$ cat config.mk
export PLATFORM = sky130hd
export DESIGN_NAME = sprite_pixel_rasterizer
export DESIGN_NICKNAME = d
export VERILOG_FILES = /design/src/design/spr_pkg.sv /design/src/design/sprite_pixel_rasterizer.sv /design/src/design/spr_apb_regs.sv /design/src/design/spr_pixel_place.sv
export SDC_FILE = /design/constraint.sdc
export NUM_CORES = 1
export LEC_CHECK = 0
export BUFFER_PORTS_ARGS = -buffer_cell sky130_fd_sc_hd__buf_2
export CORE_ASPECT_RATIO = 2
export CORE_MARGIN = 3
export CORE_UTILIZATION = 56
export CTS_BUF_LIST = sky130_fd_sc_hd__clkbuf_4
export DETAILED_ROUTE_END_ITERATION = 8
export GPL_ROUTABILITY_DRIVEN = 0
export PLACE_DENSITY = 0.83
export SLEW_MARGIN = 20
export SYNTH_ARGS = -nofsm -noshare
export SYNTH_HDL_FRONTEND = slang
export SYNTH_SLANG_ARGS = --single-unit
$ cat constraint.sdc
create_clock -name clk -period 6.6 [get_ports clk]
set_input_delay 0.99 -clock clk [delete_from_list [all_inputs] [get_ports clk]]
set_output_delay 0.99 -clock clk [all_outputs]
set_load 0.02 [all_outputs]
$ cat src/design/spr_pkg.sv
// ----------------------------------------------------------------------------
// spr_pkg
// Shared types and constants of the sprite pixel rasterizer.
// ----------------------------------------------------------------------------
package spr_pkg;

    localparam int COORD_W  = 11;
    localparam int CFG_AW   = 4;
    localparam int CFG_DW   = 32;

    localparam logic ACT_HEADER = 1'b0;
    localparam logic ACT_PIXEL  = 1'b1;

    localparam logic RES_FETCH = 1'b0;
    localparam logic RES_WRITE = 1'b1;

    localparam logic [1:0] REG_CLIP_MIN_X = 2'd0;
    localparam logic [1:0] REG_CLIP_MAX_X = 2'd1;
    localparam logic [1:0] REG_CLIP_MIN_Y = 2'd2;
    localparam logic [1:0] REG_CLIP_MAX_Y = 2'd3;

    localparam logic [COORD_W-1:0] CLIP_MIN_X_RST = 11'd0;
    localparam logic [COORD_W-1:0] CLIP_MAX_X_RST = 11'd319;
    localparam logic [COORD_W-1:0] CLIP_MIN_Y_RST = 11'd0;
    localparam logic [COORD_W-1:0] CLIP_MAX_Y_RST = 11'd223;

    localparam logic [3:0] PEN_TRANSPARENT = 4'hf;
    localparam logic [3:0] PEN_BANK_BASE   = 4'h8;

    typedef struct packed {
        logic [COORD_W-1:0] min_x;
        logic [COORD_W-1:0] max_x;
        logic [COORD_W-1:0] min_y;
        logic [COORD_W-1:0] max_y;
    } clip_t;

    typedef struct packed {
        logic [10:0] origin_x;
        logic [9:0]  origin_y;
        logic [1:0]  width_code;
        logic [1:0]  height_code;
        logic        mirror_x;
        logic        mirror_y;
        logic [3:0]  colour_bank;
        logic [5:0]  column_count;
        logic [5:0]  row_count;
        logic        active;
    } sprite_t;

    typedef struct packed {
        logic [COORD_W-1:0] pos_x;
        logic [COORD_W-1:0] pos_y;
        logic               write;
        logic               last_column;
        logic               last_row;
    } place_t;

endpackage

$ cat src/design/sprite_pixel_rasterizer.sv
// ----------------------------------------------------------------------------
// sprite_pixel_rasterizer
// Turns sprite headers into graphics fetch requests and source pixels into
// clipped, mirrored frame buffer writes.
//
//   Channel   Handshake              Payload
//   input     in_valid / in_ready    action, sprite_x, sprite_y, attribute_word,
//                                    tile_low, pixel_value
//   output    out_valid / out_ready  result_kind, pixel_x, pixel_y, pen_index,
//                                    fetch_offset, pixel_count
//   config    psel / penable / pready  paddr, pwdata, prdata
//
// One transfer is taken every cycle while the output is not stalled; any result
// it produces appears in the next cycle. The only stage is the output register,
// which accepts a new transfer while its current result is taken in the same cycle.
// A stall on the output holds the result and drops in_ready.
// Reset clears the sprite state; the clip registers return to 0..319, 0..223.
// ----------------------------------------------------------------------------
module sprite_pixel_rasterizer
(
    input  logic                       clk,
    input  logic                       rst_n,

    input  logic                       in_valid,
    output logic                       in_ready,
    input  logic                       action,
    input  logic [9:0]                 sprite_x,
    input  logic [8:0]                 sprite_y,
    input  logic [15:0]                attribute_word,
    input  logic [15:0]                tile_low,
    input  logic [3:0]                 pixel_value,

    output logic                       out_valid,
    input  logic                       out_ready,
    output logic                       result_kind,
    output logic [10:0]                pixel_x,
    output logic [10:0]                pixel_y,
    output logic [11:0]                pen_index,
    output logic [23:0]                fetch_offset,
    output logic [12:0]                pixel_count,

    input  logic                       psel,
    input  logic                       penable,
    input  logic                       pwrite,
    input  logic [spr_pkg::CFG_AW-1:0] paddr,
    input  logic [spr_pkg::CFG_DW-1:0] pwdata,
    output logic [spr_pkg::CFG_DW-1:0] prdata,
    output logic                       pready
);

    spr_pkg::clip_t   clip;
    spr_pkg::sprite_t sprite_reg;
    spr_pkg::sprite_t sprite_next;
    spr_pkg::place_t  place;

    logic        in_fire;
    logic        is_header;
    logic        produce;
    logic [2:0]  width_units;
    logic [2:0]  height_units;
    logic [5:0]  area_units;

    logic        out_valid_reg;
    logic        out_valid_next;
    logic        result_kind_reg;
    logic        result_kind_next;
    logic [10:0] pixel_x_reg;
    logic [10:0] pixel_x_next;
    logic [10:0] pixel_y_reg;
    logic [10:0] pixel_y_next;
    logic [11:0] pen_index_reg;
    logic [11:0] pen_index_next;
    logic [23:0] fetch_offset_reg;
    logic [23:0] fetch_offset_next;
    logic [12:0] pixel_count_reg;
    logic [12:0] pixel_count_next;

    assign pready = 1'b1;

    spr_apb_regs u_regs
    (
        .clk     (clk),
        .rst_n   (rst_n),
        .psel    (psel),
        .penable (penable),
        .pwrite  (pwrite),
        .paddr   (paddr),
        .pwdata  (pwdata),
        .prdata  (prdata),
        .clip    (clip)
    );

    spr_pixel_place u_place
    (
        .sprite      (sprite_reg),
        .clip        (clip),
        .pixel_value (pixel_value),
        .place       (place)
    );

    assign in_ready  = !out_valid_reg || out_ready;
    assign in_fire   = in_valid && in_ready;
    assign is_header = (action == spr_pkg::ACT_HEADER);
    assign produce   = is_header || (sprite_reg.active && place.write);

    assign width_units  = {1'b0, attribute_word[13:12]} + 3'd1;
    assign height_units = {1'b0, attribute_word[10:9]} + 3'd1;
    assign area_units   = {3'd0, width_units} * {3'd0, height_units};

    always_comb
    begin
        sprite_next = sprite_reg;
        if (in_fire)
        begin
            if (is_header)
            begin
                sprite_next.origin_x     = {1'b0, sprite_x} - 11'd64;
                sprite_next.origin_y     = {1'b0, sprite_y} - 10'd64;
                sprite_next.mirror_x     = attribute_word[15];
                sprite_next.mirror_y     = attribute_word[14];
                sprite_next.width_code   = attribute_word[13:12];
                sprite_next.height_code  = attribute_word[10:9];
                sprite_next.colour_bank  = attribute_word[7:4];
                sprite_next.column_count = '0;
                sprite_next.row_count    = '0;
                sprite_next.active       = 1'b1;
            end
            else if (sprite_reg.active)
            begin
                if (place.last_column)
                begin
                    sprite_next.column_count = '0;
                    if (place.last_row)
                    begin
                        sprite_next.row_count = '0;
                        sprite_next.active    = 1'b0;
                    end
                    else
                    begin
                        sprite_next.row_count = sprite_reg.row_count + 6'd1;
                    end
                end
                else
                begin
                    sprite_next.column_count = sprite_reg.column_count + 6'd1;
                end
            end
        end
    end

    always_comb
    begin
        out_valid_next    = out_valid_reg && !out_ready;
        result_kind_next  = result_kind_reg;
        pixel_x_next      = pixel_x_reg;
        pixel_y_next      = pixel_y_reg;
        pen_index_next    = pen_index_reg;
        fetch_offset_next = fetch_offset_reg;
        pixel_count_next  = pixel_count_reg;
        if (in_fire && produce)
        begin
            out_valid_next = 1'b1;
            if (is_header)
            begin
                result_kind_next  = spr_pkg::RES_FETCH;
                pixel_x_next      = '0;
                pixel_y_next      = '0;
                pen_index_next    = '0;
                fetch_offset_next = {attribute_word[1:0], tile_low, 6'd0};
                pixel_count_next  = {area_units[4:0], 8'd0};
            end
            else
            begin
                result_kind_next  = spr_pkg::RES_WRITE;
                pixel_x_next      = place.pos_x;
                pixel_y_next      = place.pos_y;
                pen_index_next    = {spr_pkg::PEN_BANK_BASE, sprite_reg.colour_bank,
                                     pixel_value};
                fetch_offset_next = '0;
                pixel_count_next  = '0;
            end
        end
    end

    always_ff @(posedge clk or negedge rst_n)
    begin
        if (!rst_n)
        begin
            sprite_reg    <= '0;
            out_valid_reg <= 1'b0;
        end
        else
        begin
            sprite_reg    <= sprite_next;
            out_valid_reg <= out_valid_next;
        end
    end

    always_ff @(posedge clk)
    begin
        result_kind_reg  <= result_kind_next;
        pixel_x_reg      <= pixel_x_next;
        pixel_y_reg      <= pixel_y_next;
        pen_index_reg    <= pen_index_next;
        fetch_offset_reg <= fetch_offset_next;
        pixel_count_reg  <= pixel_count_next;
    end

    assign out_valid    = out_valid_reg;
    assign result_kind  = result_kind_reg;
    assign pixel_x      = pixel_x_reg;
    assign pixel_y      = pixel_y_reg;
    assign pen_index    = pen_index_reg;
    assign fetch_offset = fetch_offset_reg;
    assign pixel_count  = pixel_count_reg;

`ifndef SYNTHESIS
    a_header_starts_sprite: assert property (@(posedge clk) disable iff (!rst_n)
        in_fire && is_header |=> sprite_reg.active && (sprite_reg.column_count == 6'd0)
            && (sprite_reg.row_count == 6'd0))
        else $error("header transfer did not restart the sprite");

    a_idle_pixel_no_effect: assert property (@(posedge clk) disable iff (!rst_n)
        in_fire && !is_header && !sprite_reg.active |=> !sprite_reg.active
            && $stable(sprite_reg.column_count) && $stable(sprite_reg.row_count))
        else $error("pixel transfer without a sprite changed the counters");

    a_write_pen_opaque: assert property (@(posedge clk) disable iff (!rst_n)
        out_valid && (result_kind == spr_pkg::RES_WRITE) |->
            (pen_index[3:0] != spr_pkg::PEN_TRANSPARENT)
            && (pen_index[11:8] == spr_pkg::PEN_BANK_BASE) && (pixel_count == 13'd0))
        else $error("pixel write carries a transparent pen or fetch data");

    a_fetch_fields_clear: assert property (@(posedge clk) disable iff (!rst_n)
        out_valid && (result_kind == spr_pkg::RES_FETCH) |->
            (pixel_x == 11'd0) && (pixel_y == 11'd0) && (pen_index == 12'd0)
            && (pixel_count != 13'd0))
        else $error("fetch request carries pixel write data");
`endif

endmodule

$ cat src/design/spr_apb_regs.sv
// ----------------------------------------------------------------------------
// spr_apb_regs
// Clip rectangle registers behind an APB-style port.
// ----------------------------------------------------------------------------
module spr_apb_regs
(
    input  logic                       clk,
    input  logic                       rst_n,
    input  logic                       psel,
    input  logic                       penable,
    input  logic                       pwrite,
    input  logic [spr_pkg::CFG_AW-1:0] paddr,
    input  logic [spr_pkg::CFG_DW-1:0] pwdata,
    output logic [spr_pkg::CFG_DW-1:0] prdata,
    output spr_pkg::clip_t             clip
);

    spr_pkg::clip_t clip_reg;
    logic [1:0]     reg_index;
    logic           wr_en;

    assign reg_index = paddr[3:2];
    assign wr_en     = psel && penable && pwrite;
    assign clip      = clip_reg;

    always_ff @(posedge clk or negedge rst_n)
    begin
        if (!rst_n)
        begin
            clip_reg.min_x <= spr_pkg::CLIP_MIN_X_RST;
            clip_reg.max_x <= spr_pkg::CLIP_MAX_X_RST;
            clip_reg.min_y <= spr_pkg::CLIP_MIN_Y_RST;
            clip_reg.max_y <= spr_pkg::CLIP_MAX_Y_RST;
        end
        else if (wr_en)
        begin
            unique case (reg_index)
                spr_pkg::REG_CLIP_MIN_X: clip_reg.min_x <= pwdata[spr_pkg::COORD_W-1:0];
                spr_pkg::REG_CLIP_MAX_X: clip_reg.max_x <= pwdata[spr_pkg::COORD_W-1:0];
                spr_pkg::REG_CLIP_MIN_Y: clip_reg.min_y <= pwdata[spr_pkg::COORD_W-1:0];
                spr_pkg::REG_CLIP_MAX_Y: clip_reg.max_y <= pwdata[spr_pkg::COORD_W-1:0];
                default: clip_reg <= clip_reg;
            endcase
        end
    end

    always_comb
    begin
        prdata = '0;
        unique case (reg_index)
            spr_pkg::REG_CLIP_MIN_X: prdata[spr_pkg::COORD_W-1:0] = clip_reg.min_x;
            spr_pkg::REG_CLIP_MAX_X: prdata[spr_pkg::COORD_W-1:0] = clip_reg.max_x;
            spr_pkg::REG_CLIP_MIN_Y: prdata[spr_pkg::COORD_W-1:0] = clip_reg.min_y;
            spr_pkg::REG_CLIP_MAX_Y: prdata[spr_pkg::COORD_W-1:0] = clip_reg.max_y;
            default: prdata = '0;
        endcase
    end

endmodule

$ cat src/design/spr_pixel_place.sv
// ----------------------------------------------------------------------------
// spr_pixel_place
// Destination and clip decision for one source pixel of the current sprite.
// ----------------------------------------------------------------------------
module spr_pixel_place
(
    input  spr_pkg::sprite_t sprite,
    input  spr_pkg::clip_t   clip,
    input  logic [3:0]       pixel_value,
    output spr_pkg::place_t  place
);

    logic [5:0]  last_col;
    logic [5:0]  last_row;
    logic [5:0]  col_off;
    logic [5:0]  row_off;
    logic [11:0] dx;
    logic [11:0] dy;

    assign last_col = {sprite.width_code, 4'hf};
    assign last_row = {sprite.height_code, 4'hf};
    assign col_off  = sprite.mirror_x ? (last_col - sprite.column_count) : sprite.column_count;
    assign row_off  = sprite.mirror_y ? (last_row - sprite.row_count) : sprite.row_count;

    // Sums stay within twelve-bit two's complement, so the sign bit marks
    // positions left of or above the screen origin.
    assign dx = {sprite.origin_x[10], sprite.origin_x} + {6'd0, col_off};
    assign dy = {{2{sprite.origin_y[9]}}, sprite.origin_y} + {6'd0, row_off};

    assign place.pos_x       = dx[10:0];
    assign place.pos_y       = dy[10:0];
    assign place.write       = !dx[11] && !dy[11]
                               && (dx[10:0] >= clip.min_x) && (dx[10:0] <= clip.max_x)
                               && (dy[10:0] >= clip.min_y) && (dy[10:0] <= clip.max_y)
                               && (pixel_value != spr_pkg::PEN_TRANSPARENT);
    assign place.last_column = (sprite.column_count == last_col);
    assign place.last_row    = (sprite.row_count == last_row);

endmodule

==> results of run 1 <==
## cells by family (layout without fill, tap and decap cells)
logic type,count (synthesis),after routing,synth area share [%]
XOR/XNOR,40,40,4.24
adder cells (fa/ha/maj),72,72,11.3
AO/OA/AOI/OAI,113,113,8.12
multiplexers,35,35,6.28
buffers and inverters,128,240,7.76
flip-flops,143,143,46.8
other,2,41,0.0910
AND/OR/NAND/NOR,256,256,15.4
## power by group
| part | total (mW) | switching, mW | internal, mW |
|---|---|---|---|
| clock | 0.687 | 0.343 | 0.344 |
| combinational | 1.04 | 0.612 | 0.430 |
| sequential | 1.18 | 0.102 | 1.08 |
## metal layers
layer | part of all wire (%) | GRT usage, % | up-vias
li1 | - | - | 2904
met1 | 34 | 23.9 | 2932
met2 | 56 | 43.3 | 208
met5 | 0.059 | 0 | -
met4 | 5.8 | 16.0 | 2
met3 | 4.2 | 3.99 | 71
## path summary, 6_finish.rpt
path / to / depth (start not counted) / startpoint / slack (ns)
max in group asynchronous: sprite_reg[43]$_DFFE_PN0P_ / 2 / rst_n / 5.14
min reg2reg: sprite_reg[14]$_DFFE_PN0P_ / 2 / sprite_reg[14]$_DFFE_PN0P_ / 0.48
min: u_regs.clip[28]$_DFFE_PN0P_ / 1 / rst_n / 0.30
min in group clk: sprite_reg[14]$_DFFE_PN0P_ / 2 / sprite_reg[14]$_DFFE_PN0P_ / 0.48
max: pixel_x[2]$_SDFFCE_PN0P_ / 17 / sprite_reg[18]$_DFFE_PN0P_ / 1.43
max reg2reg: pixel_x[2]$_SDFFCE_PN0P_ / 17 / sprite_reg[18]$_DFFE_PN0P_ / 1.43
## cell type report
class	instances	share of cell area [%]
antenna	2	0.0536
clock buffer	17	1.37
clock inverter	15	2.45
inverter	64	2.57
multi-input combinational	555	41.7
sequential	143	41.4
tap	192	2.57
timing repair buffer	144	7.88
## critical path: stages, from the launching register on
cell      delay, ns
dfrtp_1        0.55
xor2_1         0.18
ha_1           0.20
inv_1          0.06
fa_1           0.42
nand3b_1       0.20
a21boi_0       0.20
o21ai_0        0.16
a21oi_1        0.21
xor2_1         0.29
ha_1           0.31
nand4_1        0.10
nor2_1         0.06
a221o_1        0.31
o21ai_0        0.24
nand4_1        0.23
nand2_2        0.62
buf_4          0.48
## through the flow
stage,instances,total power [mW]
floorplan,826,1.93
global placement,1098,2.17
detailed placement,1098,2.23
CTS,1130,2.93
global route,1131,3.11
finish,1132,2.91
## Yosys cell counts (all sizes together), types with 3 or more instances
cell type and n:
nand2 118, dfrtp 75, ha 68, inv 64
edfxtp 54, o21ai 53, buf 43, and2 33
a21oi 29, nor2b 28, mux2 24, nor2 23
clkbuf 21, xor2 21, xnor2 19, nand3 15
dfstp 14, nand4 13, mux4 11, nor3 8
a21o 7, a211oi 5, and4 4, fa 4
or3 4, nand2b 3
==> impl_metrics.toml, run 1 <==
[placed_design]
hpwlAfterDp_um = 14300
dpl_cell_area_sq_mm = 0.00897
place_ws_ns = 1.52
io_buffer_count = 139

[clocking]
ctsResizeCount = 0
htree_levels = 4
cts_inserted_buffers = 17
cts_tree = "done"
cts-root-buf = "clkbuf_4"
clkLatencyLatePin_ns = 0.57
postCtsSetupRepairBufs = 0
clk_path_buf_depth = 2
clkTransAtPathRegs_ns = 0.14
cts.sinks = 143
hold_buffers = 0

[synthesis]
yosysTopAreaCell = "dfrtp_1"
syn_area_sq_mm = 0.00825
synth_edf_count = 54
synthCells = 789
yosysWarnings = 0
ys.flop_type = "dfrtp_1"
synth_top_cell_area_share_pct = 22.7
synth_area_leaders = "dfrtp_1 (23%), edfxtp_1 (20%), ha_1 (10%), nand2_1 (5.3%), dfstp_2 (4.5%)"
syn_avg_cell_area_sq_um = 10.5
synth_cell_types = 57
ys_seq_elements = 143
ys_seq_area_share_pct = 46.8
async_flop_share_pct = 62.2

[timing]
relSlewSlack_pct = 30.5
rsz0062_at_grt = "no"
setup_ws_ns = 1.43
min_period_over_period_pct = 78.3
finalHoldViolations = 0
period_minus_slack_ns = 5.17
fmax_mhz = 194
finalMaxSlewViolations = 0
tightest_slew_ns = 1.04
skew_ns = 0.0234
hold-worst-slack_ns = 0.303
setup_viol = 0
finalSetupTns_ns = 0

[grt]
grt_overflow = 0
grt_usage_pct = 23.6
grt_pass1_vias = 6192
grt_max_degree = 66
antenna_found_initial = 2
grt_pass1_wl_um = 29700

[pwr]
ir_drop_uv = 149
cellPowerDensity_mw_per_mm2 = 312
leakage_nw = 4.45

[final_layout]
ff_latch_area_sq_mm = 0.00387
final_common_cell = "buf_2"
post-route-util_pct = 64.7
fin_nets = 1096
layout_common_cells = "buf_2 (138), nand2_1 (116), dfrtp_1 (75), ha_1 (68), inv_1 (64)"
drive_gt1_share_pct = 25.6
fin_area_sq_mm = 0.00934
multiInputGateArea_sq_mm = 0.00389
nFillCells = 1186
synthToLayoutAreaGrowth_pct = 13.1

[detailed_routing]
drt_wl_total_um = 18700
route.vias.total = 6117
drc_errors = 0
drtAntennaViolNets = 0
drt_iter0_drc = 227
vias_per_cell = 5.40
drtPass1Iterations = 4
wl_per_cell_um = 16.6

[die]
die_area_sq_mm = 0.0163
num_rows = 62
core_area_sq_mm = 0.0144
die_h_um = 178
die_x_um = 91.8
io-pin-count = 206
start_util_pct = 57.2

[setup_path]
arrival_ns = 5.40
setup.worst_path.end_class = "flip-flop"
worst-path-max-fanout = 29
start_kind = "flip-flop"
criticalPathCategory = "flip-flop to flip-flop"
crit_required_ns = 6.83

[hold_path]
min_path_type = "input pin to asynchronous set/reset pin"

[outcome]
status = "finished, final reports clean"

[job]
cap_violations = 0
No activity file was read; power rests on OpenSTA's default activity.
==> run 2, diff against run 1 <==
==> constraint.sdc (replaced) <==
create_clock -name clk -period 5 [get_ports clk]
set_input_delay 0.75 -clock clk [delete_from_list [all_inputs] [get_ports clk]]
set_output_delay 0.75 -clock clk [all_outputs]
set_load 0.02 [all_outputs]
==> run 2 against run 1 <==
Against the previous run: non-clock buffer count increased by 1; largest power group unchanged; critical path type unchanged; worst hold slack got worse by 0.24 ns; register-to-register slack worse by 1.1 ns; global-route usage fell by 0.24 points; count of clock-buffer cells in the layout is the same; highest routed layer is now met4.
==> impl_metrics.toml, run 2 (same netlist as run 1, synthesis figures left out) <==
[hold_path]
min_path_type = "input pin to asynchronous set/reset pin"

[die]
start_util_pct = 57.2
die_h_um = 178
core_area_sq_mm = 0.0144
die_area_sq_mm = 0.0163
die_x_um = 91.8
num_rows = 62
io-pin-count = 206

[detailed_routing]
drtAntennaViolNets = 0
route.vias.total = 6066
drt_wl_total_um = 18700
vias_per_cell = 5.36
drc_errors = 0
drt_iter0_drc = 251
wl_per_cell_um = 16.5
drtPass1Iterations = 4

[pwr]
p_clk_share_pct = 19.9
comb_power_share_pct = 37.3
p_total_mw = 3.65
cellPowerDensity_mw_per_mm2 = 394
p_switching_mw = 1.40
p_seq_share_pct = 42.8
p_int_mw = 2.26
leakage_nw = 4.41
ir_drop_uv = 181
p_sw_share_pct = 38.3

[grt]
grt_overflow = 0
grt_usage_pct = 23.3
grt_max_degree = 68
antenna_found_initial = 1
grt_pass1_wl_um = 29400
grt_pass1_vias = 6100

[setup_path]
start_kind = "flip-flop"
startpoint = "sprite_reg[18]$_DFFE_PN0P_"
crit_required_ns = 5.25
setup.worst_path.end_class = "flip-flop"
r2r_cells = 17
criticalPathCategory = "flip-flop to flip-flop"
worst-path-max-fanout = 45
r2r_start = "sprite_reg[18]$_DFFE_PN0P_"
arrival_ns = 4.89

[timing]
finalMaxSlewViolations = 0
fmax_mhz = 215
finalSetupTns_ns = 0
finalHoldViolations = 0
rsz0062_at_grt = "no"
min_period_over_period_pct = 92.8
relSlewSlack_pct = 29.4
skew_ns = 0.0219
period_minus_slack_ns = 4.64
setup_viol = 0
tightest_slew_ns = 1.06

[placed_design]
io_buffer_count = 139
hpwlAfterDp_um = 14600

[final_layout]
layout_common_cells = "buf_2 (138), nand2_1 (116), dfrtp_1 (75), ha_1 (68), inv_1 (64)"
drive_gt1_share_pct = 25.6
nFillCells = 1192
fin_nets = 1097
final_common_cell = "buf_2"
synthToLayoutAreaGrowth_pct = 12.3
post-route-util_pct = 64.3

[clocking]
ctsResizeCount = 0
hold_buffers = 0
clkLatencyLatePin_ns = 0.56
htree_levels = 4
clk_path_buf_depth = 2
cts_tree = "done"
postCtsSetupRepairBufs = 0
cts.sinks = 143
cts_inserted_buffers = 17
cts-root-buf = "clkbuf_4"
clkTransAtPathRegs_ns = 0.14

[outcome]
status = "finished, final reports clean"

[job]
cap_violations = 0
[run 2: cell types whose count changed in the layout (fill, tap and decap cells not counted), sizes merged]
| cell | change |
|---|---|
| buf | +1 |
| bufinv | -4 |
| clkinv | -3 |
| clkinvlp | +3 |
| diode | -1 |
| inv | +4 |
[run 2: worst paths after layout]
kind	slack (ns)	to
max	0.36	pixel_x[9]$_SDFFCE_PN0P_
min	0.06	sprite_reg[2]$_DFFE_PN0P_
max reg2reg	0.36	pixel_x[9]$_SDFFCE_PN0P_
min reg2reg	0.50	sprite_reg[15]$_DFFE_PN0P_
max in group asynchronous	3.81	sprite_reg[39]$_DFFE_PN0P_
min in group clk	0.37	sprite_reg[17]$_DFFE_PN0P_
[run 2: cell type report]
| class | instances | area, sq um | area share (%) |
|---|---|---|---|
| repair buffers | 145 | 756 | 8.15 |
| clock inverters | 15 | 148 | 1.59 |
| inverters | 64 | 240 | 2.59 |
| multi-input cells | 555 | 3890 | 42.0 |
| well taps | 192 | 240 | 2.59 |
| diodes | 1 | 2.50 | 0.0270 |
| flip-flops and latches | 143 | 3870 | 41.7 |
| clock buffers | 17 | 128 | 1.38 |
[run 2: metrics by stage]
stage                     cells  instance area [sq um]  setup WS (ns)  hold slack, ns
after global placement     1099                   8990          0.548           0.449
after detailed placement   1099                   8990          0.462           0.466
after global routing       1132                   9270         0.0270          0.0580
final                      1132                   9270          0.359          0.0625
after floorplan             826                   8390          0.231           0.438
after CTS                  1131                   9270          0.400          0.0282
[run 2: critical path, stage by stage, from the launching register on]
cell,delay [ns]
dfrtp_1,0.56
xor2_1,0.19
ha_1,0.21
inv_1,0.06
fa_1,0.40
nand3b_1,0.19
a21boi_0,0.15
o21ai_0,0.18
a21oi_1,0.25
xor2_1,0.27
ha_1,0.32
nand4_1,0.08
nor2_1,0.06
a221o_1,0.31
o21ai_0,0.26
nand4_1,0.21
nand2_2,0.31
buf_12,0.28
[run 2: power groups by stage]
stage          sequential (mW)  combinational [mW]  clock, mW
6_report                  1.56                1.36      0.726
5_1_grt                   1.59                1.55      0.792
4_1_cts                   1.56                1.37      0.742
3_5_place_dp              1.59                1.36          0
3_3_place_gp              1.58                1.30          0
2_1_floorplan             1.58               0.969          0
[run 2: metal layers]
layer / GRT usage, % / share of wire, % / vias up
li1: - / - / 2905
met1: 24.1 / 34 / 2924
met2: 44.3 / 57 / 197
met3: 3.22 / 5.2 / 40
met4: 13.0 / 4.1 / 0
met5: 0 / 0 / -
